--- config.mk ---
export PLATFORM = sky130hd
export DESIGN_NAME = utf16le_to_utf8_transcoder
export DESIGN_NICKNAME = d
export VERILOG_FILES = /design/src/hw/rtl/u16u8_pkg.sv /design/src/hw/rtl/utf16le_to_utf8_transcoder.sv /design/src/hw/rtl/u16u8_front.sv /design/src/hw/rtl/u16u8_fifo.sv /design/src/hw/rtl/u16u8_back.sv
export VERILOG_INCLUDE_DIRS = /design/src /design/src/hw/rtl
export SDC_FILE = /design/constraint.sdc
export NUM_CORES = 1
export LEC_CHECK = 0
export BUFFER_PORTS_ARGS = -buffer_cell sky130_fd_sc_hd__buf_2
export CAP_MARGIN = 20
export CORE_MARGIN = 10
export CORE_UTILIZATION = 55
export CTS_BUF_LIST = sky130_fd_sc_hd__clkbuf_8 sky130_fd_sc_hd__clkbuf_16
export DETAILED_ROUTE_END_ITERATION = 7
export PLACE_DENSITY = 0.77
export SLEW_MARGIN = 10
export SYNTH_ARGS = -nofsm -noshare
export SYNTH_HDL_FRONTEND = slang
export SYNTH_HIERARCHICAL = 1
export SYNTH_SLANG_ARGS = --single-unit
--- constraint.sdc ---
create_clock -name clk_i -period 5.5 [get_ports clk_i]
set_input_delay 0.55 -clock clk_i [delete_from_list [all_inputs] [get_ports clk_i]]
set_output_delay 0.55 -clock clk_i [all_outputs]
set_load 0.01 [all_outputs]
--- src/hw/rtl/utf16le_to_utf8_transcoder_defines.svh ---
// ----------------------------------------------------------------------------
// UTF-16LE to UTF-8 transcoder assertion macros
// Clocked on clk_i; the gated form is disabled while rst_ni is low.
// ----------------------------------------------------------------------------
`ifndef UTF16LE_TO_UTF8_TRANSCODER_DEFINES_SVH
`define UTF16LE_TO_UTF8_TRANSCODER_DEFINES_SVH

`ifndef SYNTHESIS
`define U16U8_ASSERT(lbl, prop, msg) \
  lbl: assert property (@(posedge clk_i) disable iff (!rst_ni) prop) else $error(msg);
`define U16U8_ASSERT_ALWAYS(lbl, prop, msg) \
  lbl: assert property (@(posedge clk_i) prop) else $error(msg);
`else
`define U16U8_ASSERT(lbl, prop, msg)
`define U16U8_ASSERT_ALWAYS(lbl, prop, msg)
`endif

`endif

--- src/hw/rtl/u16u8_pkg.sv ---
// ----------------------------------------------------------------------------
// u16u8_pkg
// Shared types, constants and the UTF-8 encoder for the transcoder.
// ----------------------------------------------------------------------------
`default_nettype none

package u16u8_pkg;

  localparam int unsigned SPACE_MAX = 4096;
  localparam int unsigned CAP_W     = 13;
  localparam int unsigned CAP_RST   = 512;
  localparam int unsigned QDEPTH    = 2;
  localparam int unsigned QAW       = $clog2(QDEPTH);

  typedef struct packed {
    logic [3:0][7:0] bytes;
    logic [2:0]      nbytes;
  } enc_t;

  // one queued word group: encoded bytes plus optional terminator
  typedef struct packed {
    logic [3:0][7:0] bytes;
    logic [2:0]      nbytes;
    logic            term;
  } job_t;

  function automatic enc_t utf8_encode(input logic [20:0] cp);
    enc_t e;
    e = '0;
    if (cp < 21'h80) begin
      e.bytes[0] = cp[7:0];
      e.nbytes   = 3'd1;
    end else if (cp < 21'h800) begin
      e.bytes[0] = {3'b110, cp[10:6]};
      e.bytes[1] = {2'b10, cp[5:0]};
      e.nbytes   = 3'd2;
    end else if (cp < 21'h10000) begin
      e.bytes[0] = {4'b1110, cp[15:12]};
      e.bytes[1] = {2'b10, cp[11:6]};
      e.bytes[2] = {2'b10, cp[5:0]};
      e.nbytes   = 3'd3;
    end else begin
      e.bytes[0] = {5'b11110, cp[20:18]};
      e.bytes[1] = {2'b10, cp[17:12]};
      e.bytes[2] = {2'b10, cp[11:6]};
      e.bytes[3] = {2'b10, cp[5:0]};
      e.nbytes   = 3'd4;
    end
    return e;
  endfunction

endpackage

`default_nettype wire

--- src/hw/rtl/utf16le_to_utf8_transcoder.sv ---
// ----------------------------------------------------------------------------
// utf16le_to_utf8_transcoder
// UTF-16LE code units in, UTF-8 bytes out, with space limit and terminator.
// ----------------------------------------------------------------------------
// Channel  Dir  Handshake              Payload
// in       in   in_valid_i/in_ready_o  code_unit_i, new_string_i, last_unit_i
// out      out  out_valid_o/out_ready_i out_byte_o, is_terminator_o, last_byte_o
// cfg      in   cfg_we_i               cfg_wdata_i (out_capacity)
//
// One code unit is taken per cycle while the 2-entry queue has room.
// An item holds up to four encoded bytes plus an optional terminator. The
// single output register in the back end sets the pace at one byte per cycle
// while out_ready_i is high. Items pass the queue, cur_q and byte_q in order.
// Reset is immediate; no clearing pass. Input and output stall independently.
// ----------------------------------------------------------------------------
`default_nettype none

module utf16le_to_utf8_transcoder
  import u16u8_pkg::*;
#(
  parameter int unsigned SpaceMax = SPACE_MAX
) (
  input  logic             clk_i,
  input  logic             rst_ni,
  input  logic             cfg_we_i,
  input  logic [CAP_W-1:0] cfg_wdata_i,
  input  logic             in_valid_i,
  output logic             in_ready_o,
  input  logic [15:0]      code_unit_i,
  input  logic             new_string_i,
  input  logic             last_unit_i,
  output logic             out_valid_o,
  input  logic             out_ready_i,
  output logic [7:0]       out_byte_o,
  output logic             is_terminator_o,
  output logic             last_byte_o
);

  logic push, pop, q_empty, q_full;
  job_t push_job, pop_job;

  u16u8_front #(
    .SpaceMax (SpaceMax)
  ) u_front (
    .clk_i        (clk_i),
    .rst_ni       (rst_ni),
    .cfg_we_i     (cfg_we_i),
    .cfg_wdata_i  (cfg_wdata_i),
    .in_valid_i   (in_valid_i),
    .in_ready_o   (in_ready_o),
    .code_unit_i  (code_unit_i),
    .new_string_i (new_string_i),
    .last_unit_i  (last_unit_i),
    .q_full_i     (q_full),
    .push_o       (push),
    .job_o        (push_job)
  );

  u16u8_fifo u_fifo (
    .clk_i   (clk_i),
    .rst_ni  (rst_ni),
    .push_i  (push),
    .job_i   (push_job),
    .pop_i   (pop),
    .job_o   (pop_job),
    .empty_o (q_empty),
    .full_o  (q_full)
  );

  u16u8_back u_back (
    .clk_i           (clk_i),
    .rst_ni          (rst_ni),
    .q_empty_i       (q_empty),
    .q_job_i         (pop_job),
    .q_pop_o         (pop),
    .out_valid_o     (out_valid_o),
    .out_ready_i     (out_ready_i),
    .out_byte_o      (out_byte_o),
    .is_terminator_o (is_terminator_o),
    .last_byte_o     (last_byte_o)
  );

endmodule

`default_nettype wire

--- src/hw/rtl/u16u8_front.sv ---
// ----------------------------------------------------------------------------
// u16u8_front
// Accepts code units, pairs surrogates, tracks output space and encodes.
// ----------------------------------------------------------------------------
`default_nettype none

module u16u8_front
  import u16u8_pkg::*;
#(
  parameter int unsigned SpaceMax = SPACE_MAX
) (
  input  logic             clk_i,
  input  logic             rst_ni,
  input  logic             cfg_we_i,
  input  logic [CAP_W-1:0] cfg_wdata_i,
  input  logic             in_valid_i,
  output logic             in_ready_o,
  input  logic [15:0]      code_unit_i,
  input  logic             new_string_i,
  input  logic             last_unit_i,
  input  logic             q_full_i,
  output logic             push_o,
  output job_t             job_o
);

  localparam int unsigned SW = $clog2(SpaceMax + 1);
  localparam int unsigned CW = (SW > CAP_W) ? SW : CAP_W;
  localparam logic [SW-1:0] SPACE_RST =
    (CAP_RST > SpaceMax) ? SW'(SpaceMax) : SW'(CAP_RST);

  logic [CAP_W-1:0] cap_q;
  logic [SW-1:0]    space_q, space_d, space_cur, space_sub, load_space;
  logic             pend_q, pend_d, pend_cur;
  logic [9:0]       lead_q, lead_d, lead_cur;
  logic             accept, is_sur, have_cp, emit;
  logic [20:0]      cp;
  enc_t             enc;
  logic [2:0]       n;

  assign in_ready_o = !q_full_i;
  assign accept     = in_valid_i && in_ready_o;

  assign load_space = (CW'(cap_q) > CW'(SpaceMax)) ? SW'(SpaceMax) : SW'(cap_q);

  always_comb begin
    space_cur = new_string_i ? load_space : space_q;
    pend_cur  = !new_string_i && pend_q;
    lead_cur  = new_string_i ? 10'd0 : lead_q;
    is_sur    = (code_unit_i[15:11] == 5'b11011);
    have_cp   = pend_cur || !is_sur;
    cp        = pend_cur ? (21'h10000 + 21'({lead_cur, code_unit_i[9:0]}))
                         : 21'(code_unit_i);
    enc       = utf8_encode(cp);
    emit      = have_cp && (space_cur > SW'(6));
    n         = emit ? enc.nbytes : 3'd0;
    space_sub = space_cur - SW'(n);
    space_d   = (last_unit_i && (space_sub != '0)) ? space_sub - SW'(1) : space_sub;
    pend_d    = !last_unit_i && !pend_cur && is_sur;
    lead_d    = pend_d ? code_unit_i[9:0] : 10'd0;
  end

  assign push_o       = accept && ((n != 3'd0) || last_unit_i);
  assign job_o.bytes  = enc.bytes;
  assign job_o.nbytes = n;
  assign job_o.term   = last_unit_i;

  always_ff @(posedge clk_i or negedge rst_ni) begin
    if (!rst_ni) begin
      cap_q   <= CAP_W'(CAP_RST);
      space_q <= SPACE_RST;
      pend_q  <= 1'b0;
      lead_q  <= '0;
    end else begin
      if (cfg_we_i) begin
        cap_q <= cfg_wdata_i;
      end
      if (accept) begin
        space_q <= space_d;
        pend_q  <= pend_d;
        lead_q  <= lead_d;
      end
    end
  end

endmodule

`default_nettype wire

--- src/hw/rtl/u16u8_fifo.sv ---
// ----------------------------------------------------------------------------
// u16u8_fifo
// Short queue of encoded groups between front and back.
// ----------------------------------------------------------------------------
`default_nettype none
`include "utf16le_to_utf8_transcoder_defines.svh"

module u16u8_fifo
  import u16u8_pkg::*;
(
  input  logic clk_i,
  input  logic rst_ni,
  input  logic push_i,
  input  job_t job_i,
  input  logic pop_i,
  output job_t job_o,
  output logic empty_o,
  output logic full_o
);

  job_t             mem_q [QDEPTH];
  logic [QAW-1:0]   wr_ptr_q, rd_ptr_q;
  logic [QAW:0]     count_q, count_d;

  assign empty_o = (count_q == '0);
  assign full_o  = (count_q == (QAW+1)'(QDEPTH));
  assign job_o   = mem_q[rd_ptr_q];

  always_comb begin
    count_d = count_q;
    if (push_i && !pop_i) begin
      count_d = count_q + (QAW+1)'(1);
    end else if (pop_i && !push_i) begin
      count_d = count_q - (QAW+1)'(1);
    end
  end

  always_ff @(posedge clk_i) begin
    if (push_i) begin
      mem_q[wr_ptr_q] <= job_i;
    end
  end

  always_ff @(posedge clk_i or negedge rst_ni) begin
    if (!rst_ni) begin
      wr_ptr_q <= '0;
      rd_ptr_q <= '0;
      count_q  <= '0;
    end else begin
      count_q <= count_d;
      if (push_i) begin
        wr_ptr_q <= wr_ptr_q + QAW'(1);
      end
      if (pop_i) begin
        rd_ptr_q <= rd_ptr_q + QAW'(1);
      end
    end
  end

  `U16U8_ASSERT(a_count_bound, count_q <= (QAW+1)'(QDEPTH), "queue count overflow")
  `U16U8_ASSERT(a_no_push_full, push_i |-> !full_o, "push into full queue")
  `U16U8_ASSERT(a_no_pop_empty, pop_i |-> !empty_o, "pop from empty queue")

endmodule

`default_nettype wire

--- src/hw/rtl/u16u8_back.sv ---
// ----------------------------------------------------------------------------
// u16u8_back
// Serializes queued groups into output words, one per cycle unless stalled.
// ----------------------------------------------------------------------------
`default_nettype none
`include "utf16le_to_utf8_transcoder_defines.svh"

module u16u8_back
  import u16u8_pkg::*;
(
  input  logic       clk_i,
  input  logic       rst_ni,
  input  logic       q_empty_i,
  input  job_t       q_job_i,
  output logic       q_pop_o,
  output logic       out_valid_o,
  input  logic       out_ready_i,
  output logic [7:0] out_byte_o,
  output logic       is_terminator_o,
  output logic       last_byte_o
);

  job_t       cur_q;
  logic       cur_valid_q, cur_valid_d;
  logic [2:0] idx_q, idx_d, total;
  logic       out_valid_q, out_valid_d;
  logic [7:0] byte_q;
  logic       term_q, last_q;
  logic       in_data, last_idx, out_load, done;

  assign total    = cur_q.nbytes + {2'b00, cur_q.term};
  assign last_idx = (idx_q == total - 3'd1);
  assign in_data  = (idx_q < cur_q.nbytes);
  assign out_load = cur_valid_q && (!out_valid_q || out_ready_i);
  assign done     = out_load && last_idx;
  assign q_pop_o  = (!cur_valid_q || done) && !q_empty_i;

  always_comb begin
    cur_valid_d = cur_valid_q;
    idx_d       = idx_q;
    if (q_pop_o) begin
      cur_valid_d = 1'b1;
      idx_d       = 3'd0;
    end else if (done) begin
      cur_valid_d = 1'b0;
    end else if (out_load) begin
      idx_d = idx_q + 3'd1;
    end
    out_valid_d = out_load ? 1'b1 : (out_ready_i ? 1'b0 : out_valid_q);
  end

  always_ff @(posedge clk_i) begin
    if (q_pop_o) begin
      cur_q <= q_job_i;
    end
    if (out_load) begin
      byte_q <= in_data ? cur_q.bytes[idx_q[1:0]] : 8'h00;
      term_q <= !in_data;
      last_q <= last_idx;
    end
  end

  always_ff @(posedge clk_i or negedge rst_ni) begin
    if (!rst_ni) begin
      cur_valid_q <= 1'b0;
      idx_q       <= 3'd0;
      out_valid_q <= 1'b0;
    end else begin
      cur_valid_q <= cur_valid_d;
      idx_q       <= idx_d;
      out_valid_q <= out_valid_d;
    end
  end

  assign out_valid_o     = out_valid_q;
  assign out_byte_o      = byte_q;
  assign is_terminator_o = term_q;
  assign last_byte_o     = last_q;

  `U16U8_ASSERT(a_idx_in_group, cur_valid_q |-> (idx_q < total), "word index past group end")

endmodule

`default_nettype wire
# ---- Yosys cells after proc, flatten, opt, wreduce, memory -nomap -nowiden
# Memory sizes are Yosys's and may differ from the RTL's. A register that Yosys moved wholly into a read port is not among the register bits.
# Index checks and enable logic that the tools add are counted.
dict set report op_classes {
  n_lt_le_gt_ge 7
  reduce_logical 35
  n_mux 26
  add_sub_neg 10
  n_eq_ne 4
}
# operator n
set op_table {}
lappend op_table {{2-to-1 mux 13 bit} 3}
lappend op_table {{2-to-1 mux 25 bit} 1}
lappend op_table {{2-to-1 mux 24 bit} 1}
lappend op_table {{adder 17 x 20 -> 21 bit (first input constant)} 1}
lappend op_table {{< comparator 21 x 12 -> 1 bit (second input constant)} 1}
lappend op_table {{< comparator 21 x 17 -> 1 bit (second input constant)} 1}
lappend op_table {{< comparator 21 x 8 -> 1 bit (second input constant)} 1}
lappend op_table {{2-to-1 mux 21 bit} 1}
lappend op_table {{2-to-1 mux 10 bit} 2}
lappend op_table {{2-to-1 mux 19 bit} 1}
lappend op_table {{binary-select mux 8 bit (select 2 bit)} 1}
lappend op_table {{2-to-1 mux 16 bit} 1}
lappend op_table {{2-to-1 mux 8 bit} 2}
lappend op_table {{> comparator 13 bit (second input constant)} 1}
lappend op_table {{> comparator 13 x 3 -> 1 bit (second input constant)} 1}
lappend op_table {{nonzero test 13 bit} 1}
lappend op_table {{subtractor 13 x 1 -> 13 bit (second input constant)} 1}
lappend op_table {{subtractor 13 x 3 -> 13 bit} 1}
lappend op_table {{logical AND 1 bit} 12}
lappend op_table {{2-to-1 mux 3 bit} 4}
lappend op_table {{logical NOT 1 bit} 11}
lappend op_table {{2-to-1 mux 11 bit} 1}
lappend op_table {{nonzero test 2 bit} 4}
lappend op_table {{2-to-1 mux 1 bit} 6}
lappend op_table {{other kinds (17)} 22}
dict set report totals {
  ramBits 72
  out_inout_bits 12
  regBits 56
  n_memories 1
  word_cells 96
}
# name words word_bits rd rd_clocked_by_memory_dff wr line
set mem_list {}
lappend mem_list {u_fifo.mem_q 2 36 1 1 1 u16u8_fifo.sv:21} ;# job_t mem_q [QDEPTH];

# ---- Longest topological paths before layout
dict set report depth {
  ltp_word 15
  depth_mapped 20
  ltp_nobuf 18
}

# ---- By module
# The synthesis kept the hierarchy.
# mod instances seq_area_each_um2 cells_per_inst area_each_um2
set by_module_without_submodules {}
lappend by_module_without_submodules {u16u8_front 1 928.4 383 3241.9}
lappend by_module_without_submodules {u16u8_fifo 1 2262.2 128 2934.1}
lappend by_module_without_submodules {u16u8_back 1 1506.4 112 2089.5}

# ---- Worst setup path after synthesis
# Ideal clock, no wire load.
dict set report synth_timing {
  path_type {input port to flip-flop}
  start {input port new_string_i}
  end {register u_front.space_q[9]}
  setup_time_ns 0.077
  setup_slack_ns 0.791
  stages 20
  t_arrival_ns 4.632
  cell_sequence {buf_6 > buf_4 > nor2b_1 > ha_1 > and3_1 > o21ai_0 > o21ai_1 > clkbuf_1 > nand2_1 > a21oi_1 > ha_1 > fa_1 > nor2b_1 > buf_6 > o311a_1 > nor4_4 > a21boi_4 > nand4_4 > or4_1 > a31oi_1}
}
# element line
set synth_lines {}
lappend synth_lines {{start: declaration} utf16le_to_utf8_transcoder.sv:30} ;# input logic new_string_i,
lappend synth_lines {{end signal: assignment} u16u8_front.sv:78} ;# space_q <= space_d;
lappend synth_lines {{end: declaration} u16u8_front.sv:32} ;# logic [SW-1:0] space_q, space_d, space_cur, space_sub, load_space;

==> impl_metrics.json <==
{
  "synth_area_leaders": "edfxtp_1, dfrtp_1, mux2_4, mux2_2, nand2_1",
  "clk_pin_slew_worst_paths_ns": 0.07,
  "clock_skew_ns": 0.00833,
  "endpoint_kind": "register",
  "r2r-end": "u_front/space_q[9]",
  "synthFlopType": "edfxtp_1",
  "synthesis.area_sq_um": 8270,
  "drive_above_1_share": 0.256,
  "slowest_stage": "or4_1",
  "syn2layout_area_growth_pct": 11.4,
  "cts-root-buf": "clkbuf_16",
  "syn_inst": 623,
  "drtPass1Iterations": 5,
  "routedWlPerCell_um": 20.0,
  "dpl.hpwl_um": 12100,
  "crit_arrival_ns": 5.19,
  "power_density_nw_per_um2": 492,
  "final_cell_area_sq_um": 9210,
  "synthMuxAreaShare": 0.107,
  "final_nets": 721,
  "timing.final.crit_share": 0.879,
  "cts_setup_buffers": 0,
  "synth_top_area_cell": "edfxtp_1",
  "synth_fa_ha_area_frac": 0.0206,
  "portBuffers": 47,
  "core_sq_um": 14600,
  "finalSetupTns_ns": 0,
  "required_ns": 5.85,
  "hold_slack_ns": 0.105,
  "avgSynthCellArea_sq_um": 13.3,
  "drv_cap": 0,
  "finalCriticalPeriod_ns": 4.83,
  "r2r_slack_ns": 0.67,
  "first_global_vias": 5463,
  "ios": 48,
  "fill_cells": 1083,
  "initial_core_util": 0.564,
  "die_h_um": 143,
  "grt_max_degree": 47,
  "leakage_nw": 3.57,
  "ir_drop_uv": 301,
  "vias": 5368,
  "overflow": 0,
  "crit_chain": "inv_1 -> nor2_1 -> ha_1 -> and3_1 -> o21ai_0 -> a21oi_1 -> and3_1 -> inv_1 -> a21oi_1 -> ha_1 -> fa_1 -> nor2b_1 -> buf_4 -> a2111oi_1 -> nor4_4 -> a21boi_4 -> nand4_4 -> or4_1 -> a31oi_1",
  "ant_nets": 0,
  "yosysSeqAreaShare": 0.568,
  "synth_compound_area_frac": 0.119,
  "synth_top_family_by_area": "simple AND/OR/NAND/NOR gates",
  "drtIter0Drc": 521,
  "grtUsageTotal": 0.177,
  "synthSimpleGateAreaFrac": 0.126,
  "cts_buffers": 17,
  "detail_route.wirelength_um": 17400,
  "drc": 0,
  "worst_pin_slew_ns": 1.13,
  "num_rows": 44,
  "layout.cells.non_filler": 868,
  "rsz0062_at_grt": "false",
  "crit_type": "register to register",
  "antenna_found_initial": 0,
  "hp-class": "input port to asynchronous set/reset pin",
  "placedCellCount": 835,
  "die_area_sq_um": 20300,
  "ctsLongestPathBuffers": 2,
  "yosys_warnings": 6,
  "reg2regPathDepth": 19,
  "cts_tree": "built",
  "status": "complete, no violations",
  "slowest_delay_ns": 0.54,
  "dpl_cell_area_sq_um": 8610,
  "gp_routability_congestion": 1.02,
  "grt_pass1_wl_um": 28300,
  "setup_viol": 0,
  "drt-vias-per-instance": 6.18,
  "cts_hold_buf": 0,
  "fp.dieW_um": 143,
  "synth_xor_area_frac": 0.0210,
  "htreeDepth": 4,
  "ys_types": 89,
  "fmax_ghz": 0.207,
  "hold_viol": 0,
  "ys_ff_latch": 164,
  "worstSetupStartpointType": "register",
  "synth_top_area_share": 0.429,
  "maxSlewViolCount": 0,
  "async_flop_share": 0.280,
  "n_antenna_cell": 0,
  "cts.sinks": 164,
  "clk_latency_ns": 0.43,
  "r2r-start": "u_front/lead_q[6]",
  "cts_resized": 0,
  "synth-edff-count": 118,
  "cp_max_fo": 8,
  "relSlewSlack": 0.249
}
[how the worst max path moves through the flow]
stage,depth (start not counted),endpoint,start
2_1_floorplan,20,u_front/space_q[9],new_string_i
3_3_place_gp,17,u_front/space_q[9],new_string_i
3_5_place_dp,19,u_front/space_q[9],new_string_i
4_1_cts,19,u_front/space_q[9],u_front/lead_q[6]
5_1_grt,19,u_front/space_q[11],u_front/lead_q[6]
6_report,19,u_front/space_q[9],u_front/lead_q[6]
[sequential cells by signal, indices dropped and copies added, names as in the netlist]
register and cells:
u_back/out_byte_o 8, u_front/pend_q 1, u_back/cur_q 36, u_front/space_q 13
u_front/lead_q 10, u_back/cur_valid_q 1, u_back/is_terminator_o 1, u_fifo/wr_ptr_q 1
u_front/cap_q 13, u_back/idx_q 3, u_fifo/count_q 2, u_fifo/rd_ptr_q 1
u_fifo/mem_q 72, u_back/out_valid_o 1, u_back/last_byte_o 1
[kinds of logic (layout without fill, tap and decap cells)]
group	after synthesis	in the layout
fa+ha+maj	13	13
mux	61	61
simple gates	187	187
compound gates	129	129
xor+xnor	15	15
other cells	1	3
buf+inv	53	112
flops	164	164
[worst max-delay path, delay by kind of cell, from the launching register on]
family	cells	cell delay, ns
simple gates	7	1.65
compound gates	6	1.30
buf+inv	3	0.53
fa+ha+maj	3	0.90
flops	1	0.38
[final cells by class]
class,instances,area [sq um],share of cell area
tap,184,230,0.0250
timing repair buffer,62,358,0.0389
sequential,164,4700,0.510
clock inverter,14,148,0.0160
inverter,19,73.8,0.00802
multi-input combinational,408,3270,0.356
clock buffer,17,425,0.0462
[power breakdown]
| part | internal, W | total (W) | switching (W) |
|---|---|---|---|
| Combinational | 0.000662 | 0.00136 | 0.000701 |
| Sequential | 0.00174 | 0.00201 | 0.000277 |
| Clock | 0.000636 | 0.00115 | 0.000513 |
[layer usage]
layer  global-route usage  part of all wire  routed length (um)  vias up
met2                0.286              0.49                8480      218
met5                    0                 0                   0        -
li1                     -                 -                   -     2475
met4               0.0820             0.025                 432        0
met1                0.220              0.41                7150     2635
met3               0.0434             0.076                1320       40
[synth_stat cells, types with 5 or more instances]
master / n
a21oi_1: 29
and3_1: 5
a31oi_1: 7
buf_4: 7
nor4_1: 7
mux2_2: 20
nand2_1: 53
mux2_4: 29
nand2b_1: 7
o31ai_1: 5
and2_1: 6
xor2_1: 10
a21o_1: 8
a22o_1: 10
o21ai_0: 14
inv_1: 18
dfrtp_1: 44
clkbuf_1: 16
a2bb2oi_1: 5
mux4_2: 8
or3_1: 5
ha_1: 12
nand3_1: 17
edfxtp_1: 118
nor2b_1: 23
nor2_1: 23
nor3_1: 11
[metrics by stage]
| step | worst slack (ns) | utilization | power (W) |
|---|---|---|---|
| 2_1_floorplan | 0.791 | - | 0.00307 |
| 3_3_place_gp | 0.682 | 0.587 | 0.00333 |
| 3_5_place_dp | 0.502 | 0.588 | 0.00339 |
| 4_1_cts | 0.761 | 0.627 | 0.00454 |
| 5_1_grt | 0.352 | 0.629 | 0.00476 |
| 6_report | 0.667 | 0.629 | 0.00452 |
[layout by cell type, fill, tap and decap left out, types with 17 or more instances in the layout]
master,netlist,final
a21oi_1,29,28
buf_2,3,48
clkbuf_16,0,17
dfrtp_1,44,43
edfxtp_1,118,118
inv_1,18,19
mux2_2,20,20
mux2_4,29,29
nand2_1,53,53
nand3_1,17,17
nor2_1,23,23
nor2b_1,23,22
Note: power is estimated with default switching activity, not from simulation.
